## src/rtl/cma_pkg.sv

```systemverilog
// ----------------------------------------------------------------------------
// cma_pkg: shared definitions for the centered moving average block
// Holds the default sizes, the radius register layout, the sequencer state
// type and the status word of the serial divider.
// ----------------------------------------------------------------------------
package cma_pkg;

  // Default sizes for the top-level parameters.
  localparam int DEF_MAX_RADIUS  = 15;
  localparam int DEF_SAMPLE_BITS = 16;

  // Radius register layout and reset value.
  localparam int                   RADIUS_BITS  = 4;
  localparam logic [RADIUS_BITS-1:0] RADIUS_RESET = 4'd1;

  // Sequencer states of the top level.
  typedef enum logic [2:0] {
    ST_IDLE,
    ST_ACC,
    ST_START,
    ST_DIV,
    ST_EMIT
  } state_t;

  // Status word of the serial divider.
  typedef struct packed {
    logic busy;
    logic done;
  } div_status_t;

endpackage

```

## src/rtl/cma_divider.sv

```systemverilog
// ----------------------------------------------------------------------------
// cma_divider: serial signed divider, truncating toward zero
// Restoring division on the magnitude of the dividend, one quotient bit per
// cycle, with the sign applied to the quotient at the output.
// ----------------------------------------------------------------------------
module cma_divider #(
  parameter int NUM_BITS = 20,
  parameter int DEN_BITS = 5
) (
  input  logic                  clk,
  input  logic                  rst,
  input  logic                  start,
  input  logic [NUM_BITS-1:0]   numer,
  input  logic [DEN_BITS-1:0]   denom,
  output cma_pkg::div_status_t  status,
  output logic [NUM_BITS-1:0]   quotient
);
  import cma_pkg::*;

  localparam int CNT_BITS = $clog2(NUM_BITS);

  logic                busy;
  logic                done;
  logic [CNT_BITS-1:0] cnt;
  logic [DEN_BITS-1:0] rem;
  logic [NUM_BITS-1:0] quo;
  logic                neg;

  logic [DEN_BITS:0]   rem_sh;
  logic [DEN_BITS:0]   rem_diff;
  logic                fits;
  logic [DEN_BITS-1:0] rem_next;
  logic [NUM_BITS-1:0] mag;

  // One restoring step: bring down the next dividend bit and try a subtract.
  always_comb begin
    rem_sh   = {rem, quo[NUM_BITS-1]};
    rem_diff = rem_sh - {1'b0, denom};
    fits     = (rem_sh >= {1'b0, denom});
    rem_next = fits ? rem_diff[DEN_BITS-1:0] : rem_sh[DEN_BITS-1:0];
    mag      = numer[NUM_BITS-1] ? (~numer + 1'b1) : numer;
  end

  // Control: busy while the quotient bits are formed, then a one-cycle done pulse.
  always_ff @(posedge clk) begin
    if (rst) begin
      busy <= 1'b0;
      done <= 1'b0;
      cnt  <= '0;
    end else begin
      done <= 1'b0;
      if (start) begin
        busy <= 1'b1;
        cnt  <= '0;
      end else if (busy) begin
        cnt <= cnt + 1'b1;
        if (cnt == CNT_BITS'(NUM_BITS - 1)) begin
          busy <= 1'b0;
          done <= 1'b1;
        end
      end
    end
  end

  // Datapath: the dividend register shifts out as quotient bits shift in.
  always_ff @(posedge clk) begin
    if (start) begin
      quo <= mag;
      rem <= '0;
      neg <= numer[NUM_BITS-1];
    end else if (busy) begin
      quo <= {quo[NUM_BITS-2:0], fits};
      rem <= rem_next;
    end
  end

  assign status.busy = busy;
  assign status.done = done;
  assign quotient    = neg ? (~quo + 1'b1) : quo;

endmodule

```

## src/rtl/centered_moving_average_clamped.sv

```systemverilog
// ----------------------------------------------------------------------------
// centered_moving_average_clamped: centered boxcar average, edge replication
// Streaming mean over 2k+1 samples, positions outside the stream take the
// first or the last sample of the stream.
// ----------------------------------------------------------------------------
// Usage:
//   The input channel (in_valid, in_stall) moves one word: a signed sample
//   and a stream_last flag. The output channel (out_valid, out_stall) moves
//   one word per result: the average and the run_last and stream_done flags.
//   The radius k is written through cfg_wr_en / cfg_wr_data while idle; a
//   value above MAX_RADIUS acts as MAX_RADIUS.
//   Result i leaves after sample i+k arrives. The final sample of a stream
//   flushes every pending result, up to k+1 words.
//   Each result takes tap accumulation through the sample memory read
//   port, a start step, the serial divider and a hand-off step. A sample
//   that gives no result is taken without stalling the input.
//   in_stall is high while a result is being worked; the output register
//   lets the next sample enter while the last result waits to be taken.
//   A stalled receiver holds the output word and stops the sequencer at
//   its hand-off step. Reset (rst, synchronous) empties the output, clears
//   the stream state and sets the radius to 1; no clearing pass is needed.
// ----------------------------------------------------------------------------
module centered_moving_average_clamped #(
  parameter int MAX_RADIUS  = cma_pkg::DEF_MAX_RADIUS,
  parameter int SAMPLE_BITS = cma_pkg::DEF_SAMPLE_BITS
) (
  input  logic                             clk,
  input  logic                             rst,
  input  logic                             cfg_wr_en,
  input  logic [cma_pkg::RADIUS_BITS-1:0]  cfg_wr_data,
  input  logic                             in_valid,
  output logic                             in_stall,
  input  logic signed [SAMPLE_BITS-1:0]    sample,
  input  logic                             stream_last,
  output logic                             out_valid,
  input  logic                             out_stall,
  output logic signed [SAMPLE_BITS-1:0]    average,
  output logic                             run_last,
  output logic                             stream_done
);
  import cma_pkg::*;

  localparam int STORE_DEPTH = 2 * MAX_RADIUS + 1;
  localparam int KW          = $clog2(MAX_RADIUS + 1);
  localparam int SEEN_BITS   = KW + 1;
  localparam int DW          = KW + 2;
  localparam int AW          = $clog2(STORE_DEPTH);
  localparam int MEM_DEPTH   = 1 << AW;
  localparam int SUM_BITS    = SAMPLE_BITS + AW;
  localparam int CMPW        = (KW > RADIUS_BITS) ? KW : RADIUS_BITS;

  state_t state;
  state_t state_next;

  // Registers.
  logic [RADIUS_BITS-1:0] radius;
  logic [SEEN_BITS-1:0]   samples_seen;
  logic [SEEN_BITS-1:0]   item_seen;
  logic                   item_last;
  logic [KW-1:0]          c;
  logic [SEEN_BITS-1:0]   t;
  logic [AW-1:0]          wp;
  logic [AW-1:0]          newest;
  logic [SAMPLE_BITS-1:0] first_sample;
  logic [SAMPLE_BITS-1:0] store_mem [MEM_DEPTH];
  logic [SAMPLE_BITS-1:0] rd_data;
  logic                   rd_first;
  logic                   acc_valid;
  logic [SUM_BITS-1:0]    sum;

  // Combinational signals.
  logic [CMPW-1:0]        rad_ext;
  logic [KW-1:0]          k;
  logic [SEEN_BITS-1:0]   w;
  logic                   accept;
  logic [SEEN_BITS-1:0]   seen_c;
  logic [SEEN_BITS-1:0]   seen_new;
  logic                   enough;
  logic                   has_out;
  logic [KW-1:0]          c_init;
  logic [DW-1:0]          d;
  logic [SEEN_BITS-1:0]   dc;
  logic                   use_first;
  logic [AW-1:0]          rd_addr;
  logic [SAMPLE_BITS-1:0] tap_val;
  logic                   out_free;
  logic                   load_out;
  logic                   div_start;
  div_status_t            div_status;
  logic [SUM_BITS-1:0]    div_quo;

  // Effective radius and window width.
  always_comb begin
    rad_ext = CMPW'(radius);
    k       = (rad_ext > CMPW'(MAX_RADIUS)) ? KW'(MAX_RADIUS) : KW'(rad_ext);
    w       = {k, 1'b1};
  end

  // Stream bookkeeping for an incoming word.
  always_comb begin
    accept   = in_valid && !in_stall;
    seen_c   = (samples_seen > w) ? w : samples_seen;
    seen_new = (seen_c < w) ? (seen_c + 1'b1) : seen_c;
    enough   = (seen_new > SEEN_BITS'(k));
    has_out  = stream_last || enough;
    if (stream_last && !enough) begin
      c_init = KW'(seen_new - 1'b1);
    end else begin
      c_init = k;
    end
  end

  // Tap address: back offset c-k+t from the newest sample, clamped at zero.
  always_comb begin
    d         = DW'(c) - DW'(k) + DW'(t);
    dc        = d[DW-1] ? '0 : d[SEEN_BITS-1:0];
    use_first = (dc >= item_seen);
    rd_addr   = newest - dc[AW-1:0];
    tap_val   = rd_first ? first_sample : rd_data;
    out_free  = !out_valid || !out_stall;
  end

  // Radius register.
  always_ff @(posedge clk) begin
    if (rst) begin
      radius <= RADIUS_RESET;
    end else if (cfg_wr_en) begin
      radius <= cfg_wr_data;
    end
  end

  // Sequencer state register.
  always_ff @(posedge clk) begin
    if (rst) begin
      state <= ST_IDLE;
    end else begin
      state <= state_next;
    end
  end

  // Next-state logic.
  always_comb begin
    state_next = state;
    case (state)
      ST_IDLE: begin
        if (accept && has_out) begin
          state_next = ST_ACC;
        end
      end
      ST_ACC: begin
        if (t == w) begin
          state_next = ST_START;
        end
      end
      ST_START: begin
        state_next = ST_DIV;
      end
      ST_DIV: begin
        if (div_status.done) begin
          state_next = ST_EMIT;
        end
      end
      ST_EMIT: begin
        if (out_free) begin
          state_next = (item_last && (c != '0)) ? ST_ACC : ST_IDLE;
        end
      end
      default: begin
        state_next = ST_IDLE;
      end
    endcase
  end

  // Sequencer outputs.
  always_comb begin
    in_stall  = 1'b1;
    div_start = 1'b0;
    load_out  = 1'b0;
    case (state)
      ST_IDLE:  in_stall  = 1'b0;
      ST_START: div_start = 1'b1;
      ST_EMIT:  load_out  = out_free;
      default: begin
        in_stall = 1'b1;
      end
    endcase
  end

  // Stream control registers.
  always_ff @(posedge clk) begin
    if (rst) begin
      samples_seen <= '0;
      wp           <= '0;
      acc_valid    <= 1'b0;
      t            <= '0;
    end else begin
      acc_valid <= (state == ST_ACC) && (t < w);
      if (accept) begin
        samples_seen <= stream_last ? '0 : seen_new;
        wp           <= wp + 1'b1;
        t            <= '0;
      end else if (state == ST_ACC) begin
        t <= t + 1'b1;
      end else if (load_out) begin
        t <= '0;
      end
    end
  end

  // Per-item context and the result position counter.
  always_ff @(posedge clk) begin
    if (accept) begin
      item_seen <= seen_new;
      item_last <= stream_last;
      newest    <= wp;
      c         <= c_init;
      if (seen_c == '0) begin
        first_sample <= sample;
      end
    end else if (load_out && item_last && (c != '0)) begin
      c <= c - 1'b1;
    end
  end

  // Sample memory: write on accept, registered read of one tap per cycle.
  always_ff @(posedge clk) begin
    if (accept) begin
      store_mem[wp] <= sample;
    end
    rd_data  <= store_mem[rd_addr];
    rd_first <= use_first;
  end

  // Window accumulator.
  always_ff @(posedge clk) begin
    if ((state == ST_ACC) && (t == '0)) begin
      sum <= '0;
    end else if (acc_valid) begin
      sum <= sum + {{AW{tap_val[SAMPLE_BITS-1]}}, tap_val};
    end
  end

  // Serial division of the window sum by 2k+1.
  cma_divider #(
    .NUM_BITS (SUM_BITS),
    .DEN_BITS (SEEN_BITS)
  ) u_div (
    .clk      (clk),
    .rst      (rst),
    .start    (div_start),
    .numer    (sum),
    .denom    (w),
    .status   (div_status),
    .quotient (div_quo)
  );

  // Output register.
  always_ff @(posedge clk) begin
    if (rst) begin
      out_valid <= 1'b0;
    end else if (load_out) begin
      out_valid <= 1'b1;
    end else if (out_valid && !out_stall) begin
      out_valid <= 1'b0;
    end
  end

  always_ff @(posedge clk) begin
    if (load_out) begin
      average     <= div_quo[SAMPLE_BITS-1:0];
      run_last    <= !item_last || (c == '0);
      stream_done <= item_last && (c == '0);
    end
  end

endmodule

```

## config.mk

```make
export PLATFORM = sky130hd
export DESIGN_NAME = centered_moving_average_clamped
export DESIGN_NICKNAME = d
export VERILOG_FILES = /design/src/rtl/cma_pkg.sv /design/src/rtl/cma_divider.sv /design/src/rtl/centered_moving_average_clamped.sv
export SDC_FILE = /design/constraint.sdc
export NUM_CORES = 1
export LEC_CHECK = 0
export BUFFER_PORTS_ARGS = -buffer_cell sky130_fd_sc_hd__clkbuf_2
export CAP_MARGIN = 20
export CORE_UTILIZATION = 55
export DETAILED_ROUTE_END_ITERATION = 8
export GPL_ROUTABILITY_DRIVEN = 0
export MAX_ROUTING_LAYER = met4
export PLACE_DENSITY = 0.78
export SLEW_MARGIN = 20
export SYNTH_ARGS = -nofsm -noshare
export SYNTH_HDL_FRONTEND = slang
export SYNTH_HIERARCHICAL = 1
export SYNTH_SLANG_ARGS = --single-unit
```

## constraint.sdc

```tcl
create_clock -name clk -period 14.9 [get_ports clk]
set_input_delay 1.49 -clock clk [delete_from_list [all_inputs] [get_ports clk]]
set_output_delay 1.49 -clock clk [all_outputs]
set_load 0.01 [all_outputs]
```

==> results of run 1 <==
-- worst max-delay path: cells and delay by family (launching register included) --
kind | cells | cell delay (ps)
buffers and inverters | 6 | 1770
muxes | 2 | 710
AOI/OAI and AO/OA | 4 | 850
xor gates and xnor gates | 2 | 530
DFF | 1 | 390
and+or+nand+nor | 2 | 300
adders and majority gates | 5 | 2090
-- area by class of cell --
| type | instances | area share [%] |
|---|---|---|
| antenna | 1 | 0.00785 |
| sequential | 657 | 59.6 |
| inverter | 62 | 0.738 |
| clock inverter | 25 | 0.820 |
| timing repair buffer | 91 | 1.79 |
| tap | 680 | 2.67 |
| clock buffer | 93 | 5.92 |
| multi-input combinational | 1009 | 28.5 |
-- routing by layer --
metal	wire length [um]	share of wire, %	global-route usage (%)
met5	0	0	-
met3	7010	9.9	6.30
met1	25200	36	33.2
met2	35000	50	45.1
met4	3370	4.8	12.5
-- through the flow --
step,worst slack [ps],hold WS [ps],instance area [um^2]
after floorplan,10090,406,28600
after global placement,8280,444,29700
after detailed placement,8190,452,29700
after CTS,8080,460,31900
after global routing,7740,477,31900
final,8040,457,31900
-- worst max-delay path by stage --
stage / start / to / slack [ps] / depth (start not counted)
after CTS: c[0]$_DFFE_PP_ / rd_data[11]$_DFF_P_ / 8080 / 21
after detailed placement: c[0]$_DFFE_PP_ / rd_data[11]$_DFF_P_ / 8190 / 21
final: c[0]$_DFFE_PP_ / rd_data[11]$_DFF_P_ / 8040 / 21
after global placement: c[0]$_DFFE_PP_ / rd_data[11]$_DFF_P_ / 8280 / 21
after global routing: c[0]$_DFFE_PP_ / rd_data[11]$_DFF_P_ / 7740 / 21
after floorplan: c[0]$_DFFE_PP_ / rd_data[14]$_DFF_P_ / 10090 / 21
-- state kept, by name (all words and copies together) (netlist names), 3 cells and up --
| name | flops |
|---|---|
| first_sample | 16 |
| wp | 5 |
| sum | 21 |
| t | 5 |
| item_seen | 5 |
| u_div/cnt | 5 |
| newest | 5 |
| rd_data | 16 |
| u_div/rem | 5 |
| c | 4 |
| rad_ext | 4 |
| u_div/quo | 21 |
| samples_seen | 5 |
| average | 16 |
| store_mem | 512 |
| state | 3 |
-- power by group --
group	internal (mW)	switching, mW	total (mW)
clock	0.958	0.697	1.66
combinational	1.79	2.42	4.21
sequential	2.19	0.122	2.31
==> results.md, run 1 <==
- Number of cells in the finished layout apart from fillers: approximately 2600
- Number of buffers added for setup after CTS: 0
- Crit path top cell by count: sky130_fd_sc_hd__inv_1
- Setup repair after global routing missed its margin: no
- Final setup violation count: 0
- Max Buffers Root-to-Sink: 3
- Classification of the worst-slack hold path: reg2reg
- Effective utilization at floorplan: between 50% and 60%
- Critical path data arrival time: ~7400 ps
- Post-CTS sizing: 0
- Wire per inst: between 20 and 30 um
- Seq. cell area: about 19000 um^2
- WHS Path Cells: 2
- Biggest fanout along the worst timing path: 51
- Crit end category: flop
- Root buf cell: sky130_fd_sc_hd__clkbuf_16
- Worst min-delay path startpoint: u_div/rem[4]$_SDFFE_PP0P_
- Estimated wirelength of the detail-placed design: slightly above 40000 um
- Per-instance average area after synthesis: approximately 16 um^2
- Post-synthesis instance total: roughly 1800
- Via count: between 15000 and 20000
- Final wirelength: around 70000 um
- Max-cap viol count: 0
- Die ar.: 53000 um^2
- Crit Path Class: reg2reg
- Worst path slowest cell: sky130_fd_sc_hd__fa_4
- Stage delay of the slowest cell on the critical path: approximately 1100 ps
- Number of buffers added by the clock tree synthesis step: 67
- Global-route usage over all layers: ~28%
- Nets in the synthesized netlist: around 1900
- Count of clock tree sinks: ~660
- Worst clock skew on the final layout: 31.5 ps
- Core region area: roughly 50000 um^2
- Pwr Total: 8.17 mW
- Required time reported for the critical path endpoint: around 15000 ps
- Area Overhead vs Synth: 11.3%
- Final nets: between 1500 and 2000
- Final clock period utilization by the worst path: between 40% and 50%
- Fin. max-slew vios: 0
- Register-to-register path setup slack: 8040 ps
- Power per cell area: 256 nW/um^2
- Path depth of the worst reg2reg path: 21
- Clock latency at the later pin of the worst-skew pair: 620 ps
- Netlist area before placement: about 29000 um^2
- Chip Width: 230 um
- Capture instance of the worst register-to-register path: rd_data[11]$_DFF_P_
- Maximum number of pins on one net before global-route repair: 52
- Startpoint of the worst register-to-register path: c[0]$_DFFE_PP_
- Worst relative slew slack: approximately a fifth
- Via density per instance: 6.62
- Min Clock Period, post-route: between 6000 and 7000 ps
- Floorplan die height: between 200 and 250 um
- Most common cell after layout, fill and taps aside: sky130_fd_sc_hd__edfxtp_1
- Final standard cell utilization of the core: between 60% and 70%
- Count of warnings emitted by yosys: 6
- Worst-margin pin slew: approximately 1200 ps
- Outcome: completed
- Hold Vio Cnt, Final: 0
- Post-DRT Antenna Nets: 0
- Number of DRC markers after the initial detailed-route iteration: 2170
- Number of iterations in the first detailed-routing pass: 6
- WHS Endpoint: u_div/rem[4]$_SDFFE_PP0P_
- Number of buffers inserted by hold repair at cts: 0
- TritonCTS clock tree: done
- Setup TNS after final layout: 0 ps
- Rows: 83
- Multi-input gate area in the final layout: slightly above 9000 um^2
- DRC: 0
- I/O Pins: between 40 and 50
- Initial antenna violation count: 1
- First-pass GRT wire length: roughly 110000 um
- List of cells traversed by the critical path: inv_1, ha_1, inv_1, fa_1, xor2_1, ha_1, a21o_1, a21o_1, a21oi_1, xor2_1, nand2_1, inv_1, ha_4, inv_1, fa_4, buf_4, buf_4, mux4_2, o22ai_1, nor4_1, mux2_2
- Post-Place Cells: between 2000 and 2500
- Share of layout cells above drive strength 1: about a fifth
- Achievable Freq: around 0.15 GHz
- # port buffers: 45
- Worst supply voltage drop on vdd: 0.297 mV
- Number of global-route vias before repair: ~17000
- Static leakage: approximately 11 nW
- Most frequent cells in the layout: sky130_fd_sc_hd__edfxtp_1 (583), sky130_fd_sc_hd__o22ai_1 (133), sky130_fd_sc_hd__mux4_2 (128), sky130_fd_sc_hd__nor2_1 (114), sky130_fd_sc_hd__dfxtp_1 (73)
- Filler cell count: around 3600
- Remaining Overflow, GRT: 0
- Startpoint type of the worst setup path: flop
- H-tree levels: 3
- Clk slew on worst S/H paths: about 60 ps
Note: power is estimated with default switching activity, not from simulation.
==> run 2, diff against run 1 <==
Settings changed: PLACE_DENSITY 0.78 to 0.81.
Clock period 14.9 ns to 6.2 ns, I/O delays scaled along.
==> run 2 against run 1 <==
Sequential cell count unchanged. Utilization rose by 0.19 points. Largest cell class unchanged. Final cell count up 0.53%. Global-route usage hardly changed. Non-clock buffer count is 8 higher. Die area unchanged. Register-to-register slack lost 7700 ps. Cell area up 0.31%. Sequential share of layout area shrank 0.18 points.
==> results.md, run 2 (same netlist as run 1, synthesis figures left out) <==
- Outcome: completed
- Fin. max-slew vios: 0
- Worst-margin pin slew: ~900 ps
- I/O Pins: 46
- Number of global-route vias before repair: 17523
- Filler cell count: approximately 3400
- H-tree levels: 3
- Startpoint of the worst register-to-register path: c[0]$_DFFE_PP_
- Path depth of the worst reg2reg path: 23
- Largest register FFs: ~500
- Setup repair after global routing missed its margin: no
- Post-Place Cells: approximately 2500
- Wire per inst: approximately 27 um
- Effective utilization at floorplan: a little under three fifths
- Hold Vio Cnt, Final: 0
- Worst clock skew on the final layout: 24.8 ps
- Clock latency at the later pin of the worst-skew pair: about 610 ps
- Number of DRC markers after the initial detailed-route iteration: about 2300
- Achievable Freq: between 0.15 and 0.2 GHz
- Required time reported for the critical path endpoint: ~6800 ps
- Family with the most delay on the worst path: adder cells
- Post-DRT Antenna Nets: 0
- Critical path data arrival time: ~6400 ps
- Clk slew on worst S/H paths: approximately 60 ps
- Startpoint type of the worst setup path: flop
- Share of layout cells above drive strength 1: 19.7%
- Final wirelength: between 70000 and 80000 um
- Count of clock tree sinks: roughly 660
- Number of buffers and inverters on the critical path: 5
- Area Overhead vs Synth: 11.7%
- Max-cap viol count: 0
- Via density per instance: about 6.7
- Maximum number of pins on one net before global-route repair: between 50 and 60
- Floorplan die height: 230 um
- Via count: 17645
- Worst path slowest cell: sky130_fd_sc_hd__nor4_1
- # port buffers: 45
- Seq. cell area: ~19000 um^2
- Most common cell after layout, fill and taps aside: sky130_fd_sc_hd__edfxtp_1
- Post-CTS sizing: 0
- WHS Path Cells: 3
- Registers with the highest flip-flop counts: store_mem x512, sum x21, u_div/quo x21
- First-pass GRT wire length: 107000 um
- Worst min-delay path startpoint: cfg_wr_data[0]
- Multi-input gate area in the final layout: a little over 9000 um^2
- Root buf cell: sky130_fd_sc_hd__clkbuf_16
- Estimated wirelength of the detail-placed design: between 40000 and 50000 um
- Capture instance of the worst register-to-register path: rd_data[13]$_DFF_P_
- Min Clock Period, post-route: 5840 ps
- Worst relative slew slack: ~40%
- Remaining Overflow, GRT: 0
- Initial antenna violation count: 2
- WHS Endpoint: rad_ext[0]$_SDFFE_PP1P_
- Most frequent cells in the layout: sky130_fd_sc_hd__edfxtp_1 (583), sky130_fd_sc_hd__o22ai_1 (133), sky130_fd_sc_hd__mux4_2 (128), sky130_fd_sc_hd__nor2_1 (114), sky130_fd_sc_hd__dfxtp_1 (73)
- Rows: 83
- Number of buffers added for setup after CTS: 0
- List of cells traversed by the critical path: inv_1, ha_1, inv_1, fa_1, ha_1, a21o_1, a21o_1, a21o_1, a21oi_1, xor2_1, nand2_1, inv_1, ha_4, inv_1, fa_4, a21o_1, a21oi_1, xnor2_1, nand2_1, buf_4, o22ai_1, nor4_1, mux2_2
- Register-to-register path setup slack: about 360 ps
- Number of iterations in the first detailed-routing pass: 6
- Number of buffers added by the clock tree synthesis step: just under 70
- Number of cells in the finished layout apart from fillers: around 2600
- Max Buffers Root-to-Sink: 3
- Global-route usage over all layers: 27.8%
- Setup TNS after final layout: 0 ps
- TritonCTS clock tree: done
- DRC: 0
- Number of buffers inserted by hold repair at cts: 0
- Classification of the worst-slack hold path: in2reg
- Crit end category: flop
- Chip Width: ~230 um
- Biggest fanout along the worst timing path: 22
- Core region area: slightly above 50000 um^2
- Final clock period utilization by the worst path: between 90 and 100%
- Final standard cell utilization of the core: 62.2%
- Largest register by flop count: store_mem
- Final setup violation count: 0
- Stage delay of the slowest cell on the critical path: between 400 and 500 ps
- Die ar.: ~53000 um^2
- Final nets: approximately 2000
- Crit Path Class: reg2reg
## run 2: worst max path at each step
| stage | start | end | slack, ps | cells after the start |
|---|---|---|---|---|
| floorplan | c[0]$_DFFE_PP_ | rd_data[14]$_DFF_P_ | 1390 | 21 |
| global placement | c[0]$_DFFE_PP_ | rd_data[7]$_DFF_P_ | 900 | 21 |
| detailed placement | c[0]$_DFFE_PP_ | rd_data[15]$_DFF_P_ | 560 | 23 |
| CTS | c[0]$_DFFE_PP_ | rd_data[13]$_DFF_P_ | 540 | 23 |
| global route | c[0]$_DFFE_PP_ | rd_data[13]$_DFF_P_ | 50 | 23 |
| finish | c[0]$_DFFE_PP_ | rd_data[13]$_DFF_P_ | 360 | 23 |
## run 2: final cells by class
class,count,area share (%)
Antenna cell,2,0.0156
Clock buffer,95,5.83
Clock inverter,28,0.751
Inverter,62,0.736
Multi-Input combinational cell,1009,28.4
Sequential cell,657,59.4
Tap cell,680,2.66
Timing Repair Buffer,99,2.23
## run 2: stage by stage
step | hold slack, ps | setup slack, ps | instance area [um^2]
after floorplan | 406 | 1390 | 28600
after global placement | 441 | 900 | 29900
after detailed placement | 453 | 558 | 29900
after CTS | 243 | 539 | 32000
after global routing | 258 | 46.6 | 32000
final | 264 | 356 | 32000
## run 2: metal layers
layer  share of wire [%]  track usage, %  up-vias
met1                  36            34.9     8723
met3                  11            6.56      288
met2                  48            43.2     1215
met5                   0               -        -
li1                    -               -     7419
met4                 4.7            12.4        0
## run 2: worst min-delay path, cell delays in order
cell and delay [ps]:
sky130_fd_sc_hd__clkbuf_2 80, sky130_fd_sc_hd__nand2_1 50, sky130_fd_sc_hd__o211ai_1 70
Power of run 2 is left out: the tool's default activity adds up to more than one toggle a clock period on the data nets, which glitch-free logic cannot reach.
